===== src/vrs_pkg.sv =====
// Package for the voxel ray step block: widths, state and command types.
// No dependencies.
`timescale 1ns / 1ps
`default_nettype none
package vrs_pkg;
    localparam int POS_FRAC_BITS = 16;
    localparam int T_FRAC        = 16;
    localparam int DIR_FRAC      = 12;
    localparam int DIR_W         = 16;
    localparam int POS_W         = 32;
    localparam int CELL_W        = 16;
    localparam int NUM_W         = 48;  // shifted numerator
    localparam int Q_W           = 48;  // quotient magnitude width
    localparam int CFG_IDX_W     = 2;

    localparam logic [CFG_IDX_W-1:0] REG_DIR_X = 2'd0;
    localparam logic [CFG_IDX_W-1:0] REG_DIR_Y = 2'd1;
    localparam logic [CFG_IDX_W-1:0] REG_DIR_Z = 2'd2;

    typedef enum logic [3:0] {
        ST_IDLE, ST_LOAD, ST_DIV_START, ST_DIV_RUN, ST_DIV_DONE,
        ST_SCALE, ST_MUL, ST_ADV, ST_OUT
    } t_state;

    typedef struct packed {
        logic       load;       // take start position
        logic       clr_best;
        logic       div_start;  // begin division for candidate sel
        logic [2:0] cand;       // 0..5: axis*2 + plane
        logic       take_q;     // compare quotient with best
        logic       scale;
        logic [1:0] axis;       // axis for multiply/advance
        logic       mul;
        logic       adv;
        logic       clr_sat;
    } t_cmd;

    typedef struct packed {
        logic div_busy;
        logic skip;             // direction of cand axis is zero
    } t_stat;
endpackage
`default_nettype wire


===== src/vrs_div.sv =====
// Restoring unsigned divider, one quotient bit a cycle.
// Depends on vrs_pkg.
`timescale 1ns / 1ps
`default_nettype none
module vrs_div (
    input  wire                          i_clk,
    input  wire                          i_rst_n,
    input  wire                          i_start,
    input  wire [vrs_pkg::NUM_W-1:0]     i_num,
    input  wire [vrs_pkg::DIR_W-1:0]     i_den,
    output logic                         o_busy,
    output logic [vrs_pkg::Q_W-1:0]      o_quot
);
    localparam int CW = $clog2(vrs_pkg::NUM_W + 1);
    logic [CW-1:0]               r_cnt, n_cnt;
    logic [vrs_pkg::NUM_W-1:0]   r_q, n_q;
    logic [vrs_pkg::DIR_W:0]     r_rem, n_rem;
    logic [vrs_pkg::DIR_W-1:0]   r_den;
    logic [vrs_pkg::DIR_W+1:0]   w_try;

    always_comb begin
        n_cnt = r_cnt;
        n_q   = r_q;
        n_rem = r_rem;
        w_try = {r_rem, r_q[vrs_pkg::NUM_W-1]} - {2'b00, r_den};
        if (i_start) begin
            n_cnt = CW'(vrs_pkg::NUM_W);
            n_q   = i_num;
            n_rem = '0;
        end else if (r_cnt != '0) begin
            n_cnt = r_cnt - 1'b1;
            if (!w_try[vrs_pkg::DIR_W+1]) begin
                n_rem = w_try[vrs_pkg::DIR_W:0];
                n_q   = {r_q[vrs_pkg::NUM_W-2:0], 1'b1};
            end else begin
                n_rem = {r_rem[vrs_pkg::DIR_W-1:0], r_q[vrs_pkg::NUM_W-1]};
                n_q   = {r_q[vrs_pkg::NUM_W-2:0], 1'b0};
            end
        end
    end

    always_ff @(posedge i_clk) begin
        if (!i_rst_n) r_cnt <= '0;
        else          r_cnt <= n_cnt;
        r_q   <= n_q;
        r_rem <= n_rem;
        if (i_start) r_den <= i_den;
    end

    assign o_busy = (r_cnt != '0);
    assign o_quot = r_q;
endmodule
`default_nettype wire


===== src/vrs_datapath.sv =====
// Datapath: position and direction registers, candidate forming, shared
// divider, min select, scale, multiply and saturating advance. Uses vrs_pkg.
`timescale 1ns / 1ps
`default_nettype none
module vrs_datapath #(
    parameter int POS_FRAC_BITS = vrs_pkg::POS_FRAC_BITS
) (
    input  wire                               i_clk,
    input  wire                               i_rst_n,
    input  wire                               i_cfg_we,
    input  wire [vrs_pkg::CFG_IDX_W-1:0]      i_cfg_idx,
    input  wire [vrs_pkg::DIR_W-1:0]          i_cfg_data,
    input  wire [3*vrs_pkg::POS_W-1:0]        i_start,
    input  vrs_pkg::t_cmd                     i_cmd,
    output vrs_pkg::t_stat                    o_stat,
    output logic [3*vrs_pkg::CELL_W-1:0]      o_cells,
    output logic                              o_sat
);
    localparam int DIV_SHIFT = vrs_pkg::T_FRAC + vrs_pkg::DIR_FRAC - POS_FRAC_BITS;
    localparam int PW = vrs_pkg::POS_W;
    localparam int PRW = PW + vrs_pkg::DIR_W + 1;

    logic signed [vrs_pkg::DIR_W-1:0] r_dir [3];
    logic signed [PW-1:0]             r_pos [3];
    logic [vrs_pkg::Q_W-1:0]          r_best;
    logic                             r_have;
    logic [PW-1:0]                    r_ts;
    logic signed [PRW-1:0]            r_prod;
    logic                             r_sat;

    // candidate operands
    logic [1:0]                 w_ax;
    logic signed [PW-1:0]       w_p;
    logic [PW-1:0]              w_pmag;
    logic signed [PW:0]         w_frac, w_num;
    logic [PW:0]                w_nmag;
    logic signed [vrs_pkg::DIR_W-1:0] w_d;
    logic [vrs_pkg::DIR_W-1:0]  w_dmag;
    logic                       w_qneg;
    logic                       w_busy;
    logic [vrs_pkg::Q_W-1:0]    w_qmag;
    logic [PW-1:0]              w_bx;
    logic [62:0]                w_recip;
    logic [PW-1:0]              w_ts;

    always_comb begin
        w_ax   = i_cmd.cand[2:1];
        w_p    = r_pos[w_ax];
        w_pmag = w_p[PW-1] ? PW'(-w_p) : w_p;
        w_frac = (PW+1)'(w_pmag & PW'((64'd1 << POS_FRAC_BITS) - 1));
        if (w_p[PW-1]) w_frac = -w_frac;
        w_num  = i_cmd.cand[0] ? ((PW+1)'(64'd1 << POS_FRAC_BITS) - w_frac) : -w_frac;
        w_nmag = w_num[PW] ? (PW+1)'(-w_num) : w_num;
        w_d    = r_dir[w_ax];
        w_dmag = w_d[vrs_pkg::DIR_W-1] ? vrs_pkg::DIR_W'(-w_d) : w_d;
        w_qneg = w_num[PW] ^ w_d[vrs_pkg::DIR_W-1];
    end

    vrs_div u_div (
        .i_clk   (i_clk),
        .i_rst_n (i_rst_n),
        .i_start (i_cmd.div_start),
        .i_num   (vrs_pkg::NUM_W'(w_nmag) << DIV_SHIFT),
        .i_den   (w_dmag),
        .o_busy  (w_busy),
        .o_quot  (w_qmag)
    );

    assign o_stat = '{div_busy: w_busy, skip: (w_d == '0)};

    // ts = best + floor(best/100) by reciprocal multiply; best stays below 2^30
    always_comb begin
        w_bx    = r_best[PW-1:0];
        w_recip = 63'(w_bx) * 63'(31'd1374389535);
        w_ts    = w_bx + {6'd0, w_recip[62:37]};
    end

    logic signed [PW+1:0]   w_np;
    logic [PRW-1:0]         w_pmag2;
    logic signed [PW+1:0]   w_delta;
    always_comb begin
        w_pmag2 = r_prod[PRW-1] ? PRW'(-r_prod) : r_prod;
        w_pmag2 = w_pmag2 >> DIV_SHIFT;
        w_delta = (PW+2)'(w_pmag2);
        // clamp oversized magnitude well beyond 32-bit range
        if (|(w_pmag2 >> (PW+1))) w_delta = (PW+2)'(64'd1 << PW);
        if (r_prod[PRW-1]) w_delta = -w_delta;
        w_np = (PW+2)'(r_pos[i_cmd.axis]) + w_delta;
    end

    always_ff @(posedge i_clk) begin
        if (!i_rst_n) begin
            for (int i = 0; i < 3; i++) begin
                r_dir[i] <= '0;
                r_pos[i] <= '0;
            end
            r_have <= 1'b0;
            r_sat  <= 1'b0;
        end else begin
            if (i_cfg_we) begin
                case (i_cfg_idx)
                    vrs_pkg::REG_DIR_X: r_dir[0] <= i_cfg_data;
                    vrs_pkg::REG_DIR_Y: r_dir[1] <= i_cfg_data;
                    vrs_pkg::REG_DIR_Z: r_dir[2] <= i_cfg_data;
                    default: ;
                endcase
            end
            if (i_cmd.clr_sat) r_sat <= 1'b0;
            if (i_cmd.load) begin
                for (int i = 0; i < 3; i++) r_pos[i] <= i_start[i*PW +: PW];
            end
            if (i_cmd.clr_best) r_have <= 1'b0;
            if (i_cmd.take_q && !w_qneg && w_qmag != '0
                && (!r_have || w_qmag < r_best)) begin
                r_best <= w_qmag;
                r_have <= 1'b1;
            end
            if (i_cmd.adv) begin
                if (w_np > (PW+2)'(64'sd2147483647)) begin
                    r_pos[i_cmd.axis] <= {1'b0, {(PW-1){1'b1}}};
                    r_sat <= 1'b1;
                end else if (w_np < -(PW+2)'(64'sd2147483648)) begin
                    r_pos[i_cmd.axis] <= {1'b1, {(PW-1){1'b0}}};
                    r_sat <= 1'b1;
                end else begin
                    r_pos[i_cmd.axis] <= PW'(w_np);
                end
            end
        end
        if (i_cmd.scale) r_ts <= r_have ? w_ts : '0;
        if (i_cmd.mul)   r_prod <= PRW'($signed({1'b0, r_ts})) * PRW'(r_dir[i_cmd.axis]);
    end

    logic [PW-1:0] w_m;
    logic [PW-1:0] w_ip;
    always_comb begin
        for (int i = 0; i < 3; i++) begin
            w_m  = r_pos[i][PW-1] ? PW'(-r_pos[i]) : r_pos[i];
            w_ip = w_m >> POS_FRAC_BITS;
            if (w_ip > 32'd32767)
                o_cells[i*vrs_pkg::CELL_W +: vrs_pkg::CELL_W] =
                    r_pos[i][PW-1] ? 16'h8000 : 16'h7FFF;
            else
                o_cells[i*vrs_pkg::CELL_W +: vrs_pkg::CELL_W] =
                    r_pos[i][PW-1] ? vrs_pkg::CELL_W'(-w_ip) : vrs_pkg::CELL_W'(w_ip);
        end
    end
    assign o_sat = r_sat;
endmodule
`default_nettype wire


===== src/vrs_ctrl.sv =====
// Controller state machine: sequences load or up to six divisions, scale,
// and three multiply/advance passes. Uses vrs_pkg.
`timescale 1ns / 1ps
`default_nettype none
module vrs_ctrl (
    input  wire              i_clk,
    input  wire              i_rst_n,
    input  wire              i_in_valid,
    input  wire              i_in_kind,
    output logic             o_in_ready,
    output logic             o_out_valid,
    input  wire              i_out_ready,
    input  vrs_pkg::t_stat   i_stat,
    output vrs_pkg::t_cmd    o_cmd
);
    vrs_pkg::t_state r_state, n_state;
    logic [2:0] r_cand, n_cand;
    logic [1:0] r_axis, n_axis;

    always_ff @(posedge i_clk) begin
        if (!i_rst_n) begin
            r_state <= vrs_pkg::ST_IDLE;
            r_cand  <= '0;
            r_axis  <= '0;
        end else begin
            r_state <= n_state;
            r_cand  <= n_cand;
            r_axis  <= n_axis;
        end
    end

    always_comb begin
        n_state = r_state;
        n_cand  = r_cand;
        n_axis  = r_axis;
        o_cmd   = '0;
        o_cmd.cand = r_cand;
        o_cmd.axis = r_axis;
        o_in_ready  = 1'b0;
        o_out_valid = 1'b0;
        case (r_state)
            vrs_pkg::ST_IDLE: begin
                o_in_ready = 1'b1;
                if (i_in_valid) begin
                    o_cmd.clr_sat = 1'b1;
                    if (i_in_kind) begin
                        o_cmd.load = 1'b1;
                        n_state = vrs_pkg::ST_OUT;
                    end else begin
                        o_cmd.clr_best = 1'b1;
                        n_cand  = '0;
                        n_state = vrs_pkg::ST_DIV_START;
                    end
                end
            end
            vrs_pkg::ST_DIV_START: begin
                if (i_stat.skip) begin
                    n_state = vrs_pkg::ST_DIV_DONE;
                end else begin
                    o_cmd.div_start = 1'b1;
                    n_state = vrs_pkg::ST_DIV_RUN;
                end
            end
            vrs_pkg::ST_DIV_RUN: begin
                if (!i_stat.div_busy) begin
                    o_cmd.take_q = 1'b1;
                    n_state = vrs_pkg::ST_DIV_DONE;
                end
            end
            vrs_pkg::ST_DIV_DONE: begin
                if (r_cand == 3'd5) begin
                    n_state = vrs_pkg::ST_SCALE;
                end else begin
                    n_cand  = r_cand + 1'b1;
                    n_state = vrs_pkg::ST_DIV_START;
                end
            end
            vrs_pkg::ST_SCALE: begin
                o_cmd.scale = 1'b1;
                n_axis  = '0;
                n_state = vrs_pkg::ST_MUL;
            end
            vrs_pkg::ST_MUL: begin
                o_cmd.mul = 1'b1;
                n_state = vrs_pkg::ST_ADV;
            end
            vrs_pkg::ST_ADV: begin
                o_cmd.adv = 1'b1;
                if (r_axis == 2'd2) begin
                    n_state = vrs_pkg::ST_OUT;
                end else begin
                    n_axis  = r_axis + 1'b1;
                    n_state = vrs_pkg::ST_MUL;
                end
            end
            vrs_pkg::ST_OUT: begin
                o_out_valid = 1'b1;
                if (i_out_ready) n_state = vrs_pkg::ST_IDLE;
            end
            default: n_state = vrs_pkg::ST_IDLE;
        endcase
    end
endmodule
`default_nettype wire


===== src/voxel_ray_step.sv =====
// Channel   Dir  Payload
// in_ch     in   kind, start_x, start_y, start_z
// out_ch    out  cell_x, cell_y, cell_z, saturated
// cfg       in   i_cfg_we, i_cfg_idx, i_cfg_data (dir_x/y/z)
// Load item: transfer in, then result. Step item: for each candidate plane on an
// axis with nonzero direction, start, 48 quotient bits on the shared bit-serial
// divider, compare and next; on a zero axis the division is skipped; then scale,
// three multiply/advance passes and the result.
// One item at a time; the result is held while the receiver stalls. Reset clears
// position, direction and control. Depends on vrs_pkg, vrs_ctrl, vrs_datapath.
`timescale 1ns / 1ps
`default_nettype none
module voxel_ray_step #(
    parameter int POS_FRAC_BITS = vrs_pkg::POS_FRAC_BITS
) (
    input  wire                           i_clk,
    input  wire                           i_rst_n,
    input  wire                           i_cfg_we,
    input  wire [vrs_pkg::CFG_IDX_W-1:0]  i_cfg_idx,
    input  wire [vrs_pkg::DIR_W-1:0]      i_cfg_data,
    input  wire                           i_kind,
    input  wire [vrs_pkg::POS_W-1:0]      i_start_x,
    input  wire [vrs_pkg::POS_W-1:0]      i_start_y,
    input  wire [vrs_pkg::POS_W-1:0]      i_start_z,
    input  wire                           i_in_valid,
    output logic                          o_in_ready,
    output logic [vrs_pkg::CELL_W-1:0]    o_cell_x,
    output logic [vrs_pkg::CELL_W-1:0]    o_cell_y,
    output logic [vrs_pkg::CELL_W-1:0]    o_cell_z,
    output logic                          o_saturated,
    output logic                          o_out_valid,
    input  wire                           i_out_ready
);
    vrs_pkg::t_cmd  w_cmd;
    vrs_pkg::t_stat w_stat;
    logic [3*vrs_pkg::CELL_W-1:0] w_cells;

    vrs_ctrl u_ctrl (
        .i_clk (i_clk), .i_rst_n (i_rst_n),
        .i_in_valid (i_in_valid), .i_in_kind (i_kind), .o_in_ready (o_in_ready),
        .o_out_valid (o_out_valid), .i_out_ready (i_out_ready),
        .i_stat (w_stat), .o_cmd (w_cmd)
    );

    vrs_datapath #(.POS_FRAC_BITS(POS_FRAC_BITS)) u_dp (
        .i_clk (i_clk), .i_rst_n (i_rst_n),
        .i_cfg_we (i_cfg_we), .i_cfg_idx (i_cfg_idx), .i_cfg_data (i_cfg_data),
        .i_start ({i_start_z, i_start_y, i_start_x}),
        .i_cmd (w_cmd), .o_stat (w_stat), .o_cells (w_cells), .o_sat (o_saturated)
    );

    assign o_cell_x = w_cells[0 +: vrs_pkg::CELL_W];
    assign o_cell_y = w_cells[vrs_pkg::CELL_W +: vrs_pkg::CELL_W];
    assign o_cell_z = w_cells[2*vrs_pkg::CELL_W +: vrs_pkg::CELL_W];

`ifndef SYNTHESIS
    a_no_both: assert property (@(posedge i_clk) disable iff (!i_rst_n)
        !(o_in_ready && o_out_valid)) else $error("ready and valid together");
    a_hold: assert property (@(posedge i_clk) disable iff (!i_rst_n)
        o_out_valid && !i_out_ready |=> o_out_valid && $stable(o_cell_x))
        else $error("result dropped while stalled");
`endif
endmodule
`default_nettype wire


===== config.mk =====
export PLATFORM = sky130hd
export DESIGN_NAME = voxel_ray_step
export DESIGN_NICKNAME = d
export VERILOG_FILES = /design/src/vrs_pkg.sv /design/src/vrs_div.sv /design/src/vrs_datapath.sv /design/src/vrs_ctrl.sv /design/src/voxel_ray_step.sv
export SDC_FILE = /design/constraint.sdc
export NUM_CORES = 2
export LEC_CHECK = 0
export BUFFER_PORTS_ARGS = -buffer_cell sky130_fd_sc_hd__buf_4
export CAP_MARGIN = 10
export CORE_MARGIN = 8
export CORE_UTILIZATION = 59
export DETAILED_ROUTE_END_ITERATION = 12
export GPL_TIMING_DRIVEN = 0
export PLACE_DENSITY = 0.8
export SETUP_SLACK_MARGIN = 0.02
export SYNTH_ARGS = -nofsm -noshare
export SYNTH_HDL_FRONTEND = slang
export SYNTH_SLANG_ARGS = --single-unit

===== constraint.sdc =====
create_clock -name i_clk -period 10.8 [get_ports i_clk]
set_clock_uncertainty 0.05 [all_clocks]
set_input_delay 2.16 -clock i_clk [delete_from_list [all_inputs] [get_ports i_clk]]
set_output_delay 2.16 -clock i_clk [all_outputs]
set_load 0.02 [all_outputs]

### After elaboration in Yosys (flattened, before gate mapping)

Memories as Yosys holds them, arrays and structs flattened. A register that Yosys moved wholly into a read port is not among the register bits.
Index checks and enable logic that the tools add are counted.
W data, S select, Z words.

* add/sub/neg operators: 20
* multiply operators: 2
* order comparisons: 6
* eq/ne operators: 17
* multiplexer cells: 110
* bitwise operators: 10
* reduce and logical (&&, ||, !) cells: 22

Operators by type and width (count)
* $mux W32: 9
* $mux W16: 13
* $mux W33: 3
* $neg A32 Y32: 3
* $mux W45: 2
* $neg A16 Y16: 5
* $mux W34: 2
* $neg A33 Y33: 2
* $mul A32 B31 Y63 const B: 1
* $mux W1: 51
* $mul A33 B16 Y49: 1
* $mux W49: 1
* $neg A49 Y49: 1
* $gt A16 B15 Y1 const B: 3
* $lt A48 B48 Y1: 1
* $reduce_bool A48 Y1: 1
* $add A32 B34 Y34: 1
* $gt A34 B32 Y1 const B: 1
* $lt A34 B32 Y1 const B: 1
* $neg A34 Y34: 1
* $neg A16 Y33: 1
* $sub A17 B33 Y33 const A: 1
* $add A32 B26 Y32: 1
* $pmux W4 S8: 1
* other kinds (36): 80

* bits in registers: 227
* bits in writable memories: 144
* bits of input ports: 120
* output and inout bits: 51
* memories kept: 2

Memory list
* u_dp.r_pos: words 3, width 32, read ports 5, clocked after memory_dff 2, wr ports 3, line vrs_datapath.sv:24 `logic signed [PW-1:0] r_pos [3];`
* u_dp.r_dir: words 3, width 16, read ports 2, clocked after memory_dff 2, wr ports 3, line vrs_datapath.sv:23 `logic signed [vrs_pkg::DIR_W-1:0] r_dir [3];`

### Longest topological paths before layout

* depth after elaboration: 17
* depth in mapped cells: 43

### Modules after synthesis

Synthesis repeated with hierarchy kept, for this count alone.

* cells, all modules: 6196
* area total of the unflattened synthesis: 60877.1 um^2

By module, submodules not included
* vrs_datapath: instances 1, cells each 5725, area each 55647.1 um^2, seq. area each 9198.8 um^2
* vrs_div: instances 1, cells each 387, area each 4569.4 um^2, seq. area each 2382.3 um^2
* vrs_ctrl: instances 1, cells each 84, area each 660.6 um^2, seq. area each 180.2 um^2

### Least setup slack after synthesis

Ideal clock, no wire load.

* path kind: flip-flop to flip-flop
* start point: reg u_dp.r_best[4] (netlist bit)
* end point: reg u_dp.r_ts[30] (data pin)
* setup time: 0.255 ns
* arrival time: 9.937 ns
* required time: 10.495 ns
* slack: 0.559 ns
* cell stages (with the launch flop): 42
* cell sequence: edfxtp_1 inv_1 fa_1 inv_1 ha_1 fa_1 inv_1 fa_1 inv_1 fa_1 fa_1 fa_1 inv_1 fa_1 inv_1 ha_1 nand4_1 nor2_1 [... 6 more ...] nor2_1 o21bai_1 xor2_1 ha_1 nor2b_1 o21ai_0 a21boi_0 o21ai_0 a21boi_0 o21ai_0 a21oi_1 o21ai_0 a21oi_1 o41ai_1 a211oi_1 o311ai_0 xnor2_1 and2_1

* cells in the longest elaborated chain, start to end: 2

Ends and longest elaborated chain
* start: declaration: line vrs_datapath.sv:25 `logic [vrs_pkg::Q_W-1:0] r_best;`
* start signal: assignment: line vrs_datapath.sv:115 `r_best <= w_qmag;`
* $mul A32 B31 Y63: line vrs_datapath.sv:74 `w_recip = 63'(w_bx) * 63'(31'd1374389535);`
* $add A32 B26 Y32 (*): line vrs_datapath.sv:75 `w_ts = w_bx + {6'd0, w_recip[62:37]};`
* end signal: assignment: line vrs_datapath.sv:130 `if (i_cmd.scale) r_ts <= r_have ? w_ts : '0;`
* end: declaration: line vrs_datapath.sv:27 `logic [PW-1:0] r_ts;`

Every way passes the cells marked *; elsewhere a longest branch is shown, timed or not.
A chain may end at the register's enable or synchronous reset.

### Final worst setup path

* start point: reg u_dp.r_best[12] (netlist bit)
* end point: reg u_dp.r_ts[31] (data pin)

The elaborated chain is that of the path after synthesis.

==> results.txt <==
Slew Viols, Final -> 0
Nets -> 8126
Final Non-Filler Cells -> 7912
Hold_buf cts -> 0
Inst Count DP -> 7719
Met2 wire len -> 85500 µm
Sw power -> 0.00402 W
FF+latch area -> 11700 µm²
Max FO, Critical Path -> 6
Via-per-instance ratio -> 6.17
Metal-1 WL -> 67500 µm
Initial antenna violation count -> 10
Mapped Cells -> 6169
Hold path cells -> 2
Slowest stage cell, crit path -> fa_1
I/O pin cnt -> 171
Register share of total power -> 0.258
Synthesized area -> 60000 µm²
Final GP Congestion -> 1.00
Clock latency on the worst-skew pair -> 0.59 ns
Arr. time, crit path -> 10.93 ns
Slew @ Worst Pin -> 1.20 ns
Required @ worst endpoint -> 11.09 ns
Final setup vio count -> 0
Die X -> 335 µm
Highest metal used -> met5
Max_slew headroom -> 0.202
Max Freq -> 94.0 MHz
Global-route wire length before repair -> 279000 µm
Routed vias -> 48.8k
Post-synth EDFFs -> 354
Slowest Stage Delay on Critical Path -> 0.61 ns
Final min period -> 10.64 ns
TritonCTS Buffers -> 43
Startpoint Class -> flop
Port buffer count -> 170
DIE AREA -> 112000 µm²
H-Tree Level Count -> 2
CTS root buf -> clkbuf_16
Reg2Reg Depth -> 44
Final Hold Fails -> 0
Power consumption -> 0.00909 W
Yosys warns -> 0
Status -> finished, final reports clean
Clock sinks -> 407
CP top delay family -> adder cells
Largest net degree at the start of global routing -> 34
First DRT Iteration DRCs -> 4924
DRC -> 0
Core area -> 101000 µm²
Worst r2r src -> u_dp.r_best[12]$_DFFE_PP_
Routed Antenna Nets -> 0
CTS tree -> built
Int Power -> 0.00507 W
Grt total ovfl -> 0
Async SR Flop Fraction -> 0
PD cells -> 138 nW/µm²
Clk pwr share -> 0.168
Clock slew at reported path FFs -> 0.07 ns
Vias in the first global route -> 49.7k
WL per Instance -> 23.6 µm
Starting Density -> 0.593
Setup slack, reg-to-reg -> 0.16 ns
Sw frac -> 0.443
Post-Route WL -> 186000 µm
Combined area of the multi-input logic cells -> 43500 µm²
Mean area per synthesized cell -> 9.73 µm²
Layout cells sized above 1 -> 0.0869
Synth Flop Type -> edfxtp_1
Area delta synth->final -> 10.1%
Crit-path most repeated cell -> fa_1
Num rows -> 117
Post-synth top area cell -> fa_1
Top cell type's share of synthesized area -> 0.270
Number of buffer and inverter stages on the critical path -> 7
Period utilization -> 0.985
MaxCap Viol Count -> 0
DR WL met3 -> 20200 µm
Reg-to-Reg End -> u_dp.r_ts[31]$_SDFFCE_PN0P_
Die Y -> 335 µm
Worst vdd ir -> 281 µV
Post-synthesis sequential area ratio -> 0.195
Net count after synthesis -> 7789
CTS Buffer Depth -> 3
DP HPWL -> 145000 µm
Hold WC Path Type -> reg2reg
RSZ-0062 raised after global routing -> true
CP Class -> reg2reg
Leak -> 30.8 nW
Hold path start -> u_dp.u_div.o_quot[9]$_SDFFE_PP0N_
Combinational power share -> 0.574
Total track usage -> 0.319
Crit path capture type -> flop
Library cells used by synthesis -> 96
Seq cells post-synth -> 407
Ranking of synthesized cells by area -> fa_1, edfxtp_1, ha_1
DRT Pass-1 Iters -> 6
Endpoint, Worst Hold -> u_dp.u_div.o_quot[9]$_SDFFE_PP0N_
Fillers -> 7812
[synthesized netlist by cell type, types with 28 or more instances]
| cell | count |
|---|---|
| clkbuf_1 | 197 |
| nor2b_1 | 149 |
| nand2_1 | 541 |
| a211oi_1 | 28 |
| nor2_1 | 224 |
| a21o_1 | 102 |
| ha_1 | 690 |
| mux2i_1 | 57 |
| and3_1 | 45 |
| nand4_1 | 47 |
| xnor2_1 | 190 |
| or2_2 | 40 |
| xor2_1 | 100 |
| o21bai_1 | 28 |
| fa_1 | 810 |
| o21ai_0 | 213 |
| a21oi_1 | 233 |
| edfxtp_1 | 354 |
| a221o_1 | 95 |
| nor4_1 | 45 |
| or3_1 | 34 |
| nand2b_1 | 48 |
| a31oi_1 | 32 |
| mux4_2 | 50 |
| dfxtp_1 | 53 |
| inv_1 | 1177 |
| and2_1 | 121 |
| nor3_1 | 72 |
| nand3_1 | 72 |
[state kept, by name, indices dropped and copies added, names as in the netlist, 2 cells and up, named ones only]
signal / count
u_ctrl.r_axis: 2
u_ctrl.r_cand: 3
u_ctrl.r_state: 4
u_dp.r_best: 48
u_dp.r_dir: 48
u_dp.r_pos: 128
u_dp.r_prod: 49
u_dp.r_ts: 32
u_dp.u_div.o_quot: 48
u_dp.u_div.r_cnt: 6
u_dp.u_div.r_den: 16
u_dp.u_div.r_rem: 17
[tightest hold or removal path, stage by stage (launching register included)]
cell and delay, ns:
dfxtp_1 0.35, nand2_1 0.07, a21oi_1 0.05
[how the worst max path moves through the flow]
stage / from / endpoint / slack [ns] / cells after the start
after CTS: u_dp.r_best[13]$_DFFE_PP_ / u_dp.r_ts[30]$_SDFFCE_PN0P_ / 0.02 / 40
after floorplan: u_dp.r_best[4]$_DFFE_PP_ / u_dp.r_ts[30]$_SDFFCE_PN0P_ / 0.56 / 41
after global routing: u_dp.r_best[13]$_DFFE_PP_ / u_dp.r_ts[31]$_SDFFCE_PN0P_ / -0.19 / 42
final: u_dp.r_best[12]$_DFFE_PP_ / u_dp.r_ts[31]$_SDFFCE_PN0P_ / 0.16 / 44
after detailed placement: u_dp.r_best[4]$_DFFE_PP_ / u_dp.r_ts[30]$_SDFFCE_PN0P_ / -1.50 / 41
after global placement: u_dp.r_best[4]$_DFFE_PP_ / u_dp.r_ts[30]$_SDFFCE_PN0P_ / -1.30 / 41
[per-layer routing]
metal,up-vias,track usage
li1,21200,-
met1,24100,0.396
met2,2712,0.517
met3,796,0.0756
met4,8,0.171
met5,-,0
[area by class of cell]
type                       instances  share of cell area
clock buffer                      49              0.0166
inverter                        1178              0.0669
clock inverter                    29             0.00477
timing repair buffer             292              0.0381
buffer                           225              0.0131
multi-input combinational       4359               0.658
tap                             1368              0.0259
antenna                            5            0.000189
sequential                       407               0.177
[logic make-up (layout without fill, tap and decap cells)]
group,after synthesis,in the layout,synth area share
adder cells (fa/ha/maj),1500,1500,0.414
AO/OA/AOI/OAI,944,944,0.105
AND/OR/NAND/NOR,1508,1508,0.125
multiplexers,116,116,0.0300
flip-flops,407,407,0.195
XOR/XNOR,291,291,0.0426
buffers and inverters,1403,1773,0.0881
other,0,5,0
[power by group through the flow]
stage | logic (W) | registers [W] | clock network (W)
final | 0.00522 | 0.00235 | 0.00152
after global routing | 0.00569 | 0.00236 | 0.00159
after CTS | 0.00508 | 0.00234 | 0.00153
after detailed placement | 0.00503 | 0.00237 | 0
after global placement | 0.00487 | 0.00236 | 0
after floorplan | 0.00359 | 0.00227 | 0
[stage by stage]
stage           util  setup TNS [ns]  setup WS, ns  cell area (µm²)  hold WS (ns)
3_5_place_dp   0.624          -15.67         -1.50            63200         0.433
4_1_cts        0.644               0        0.0234            65300         0.441
2_1_floorplan      -               0         0.559            60000         0.405
6_report       0.652               0         0.162            66100         0.461
3_3_place_gp   0.622          -10.52         -1.30            63000         0.421
5_1_grt        0.652           -1.44        -0.185            66100         0.487
[cell usage in the layout, fill, tap and decap left out, types with 189 or more instances in the layout]
cell type  instances
inv_1           1171
fa_1             802
ha_1             679
nand2_1          538
edfxtp_1         354
buf_4            264
a21oi_1          224
nor2_1           222
clkbuf_1         202
o21ai_0          197
xnor2_1          189
[timing repair]
item | 4_1_cts | 5_1_grt
gates resized for setup | 19 | 75
setup buffers | 60 | 48
endpoints found under the setup margin | 92 | 144
pin swaps | 8 | 62
No activity file was read; power rests on OpenSTA's default activity.
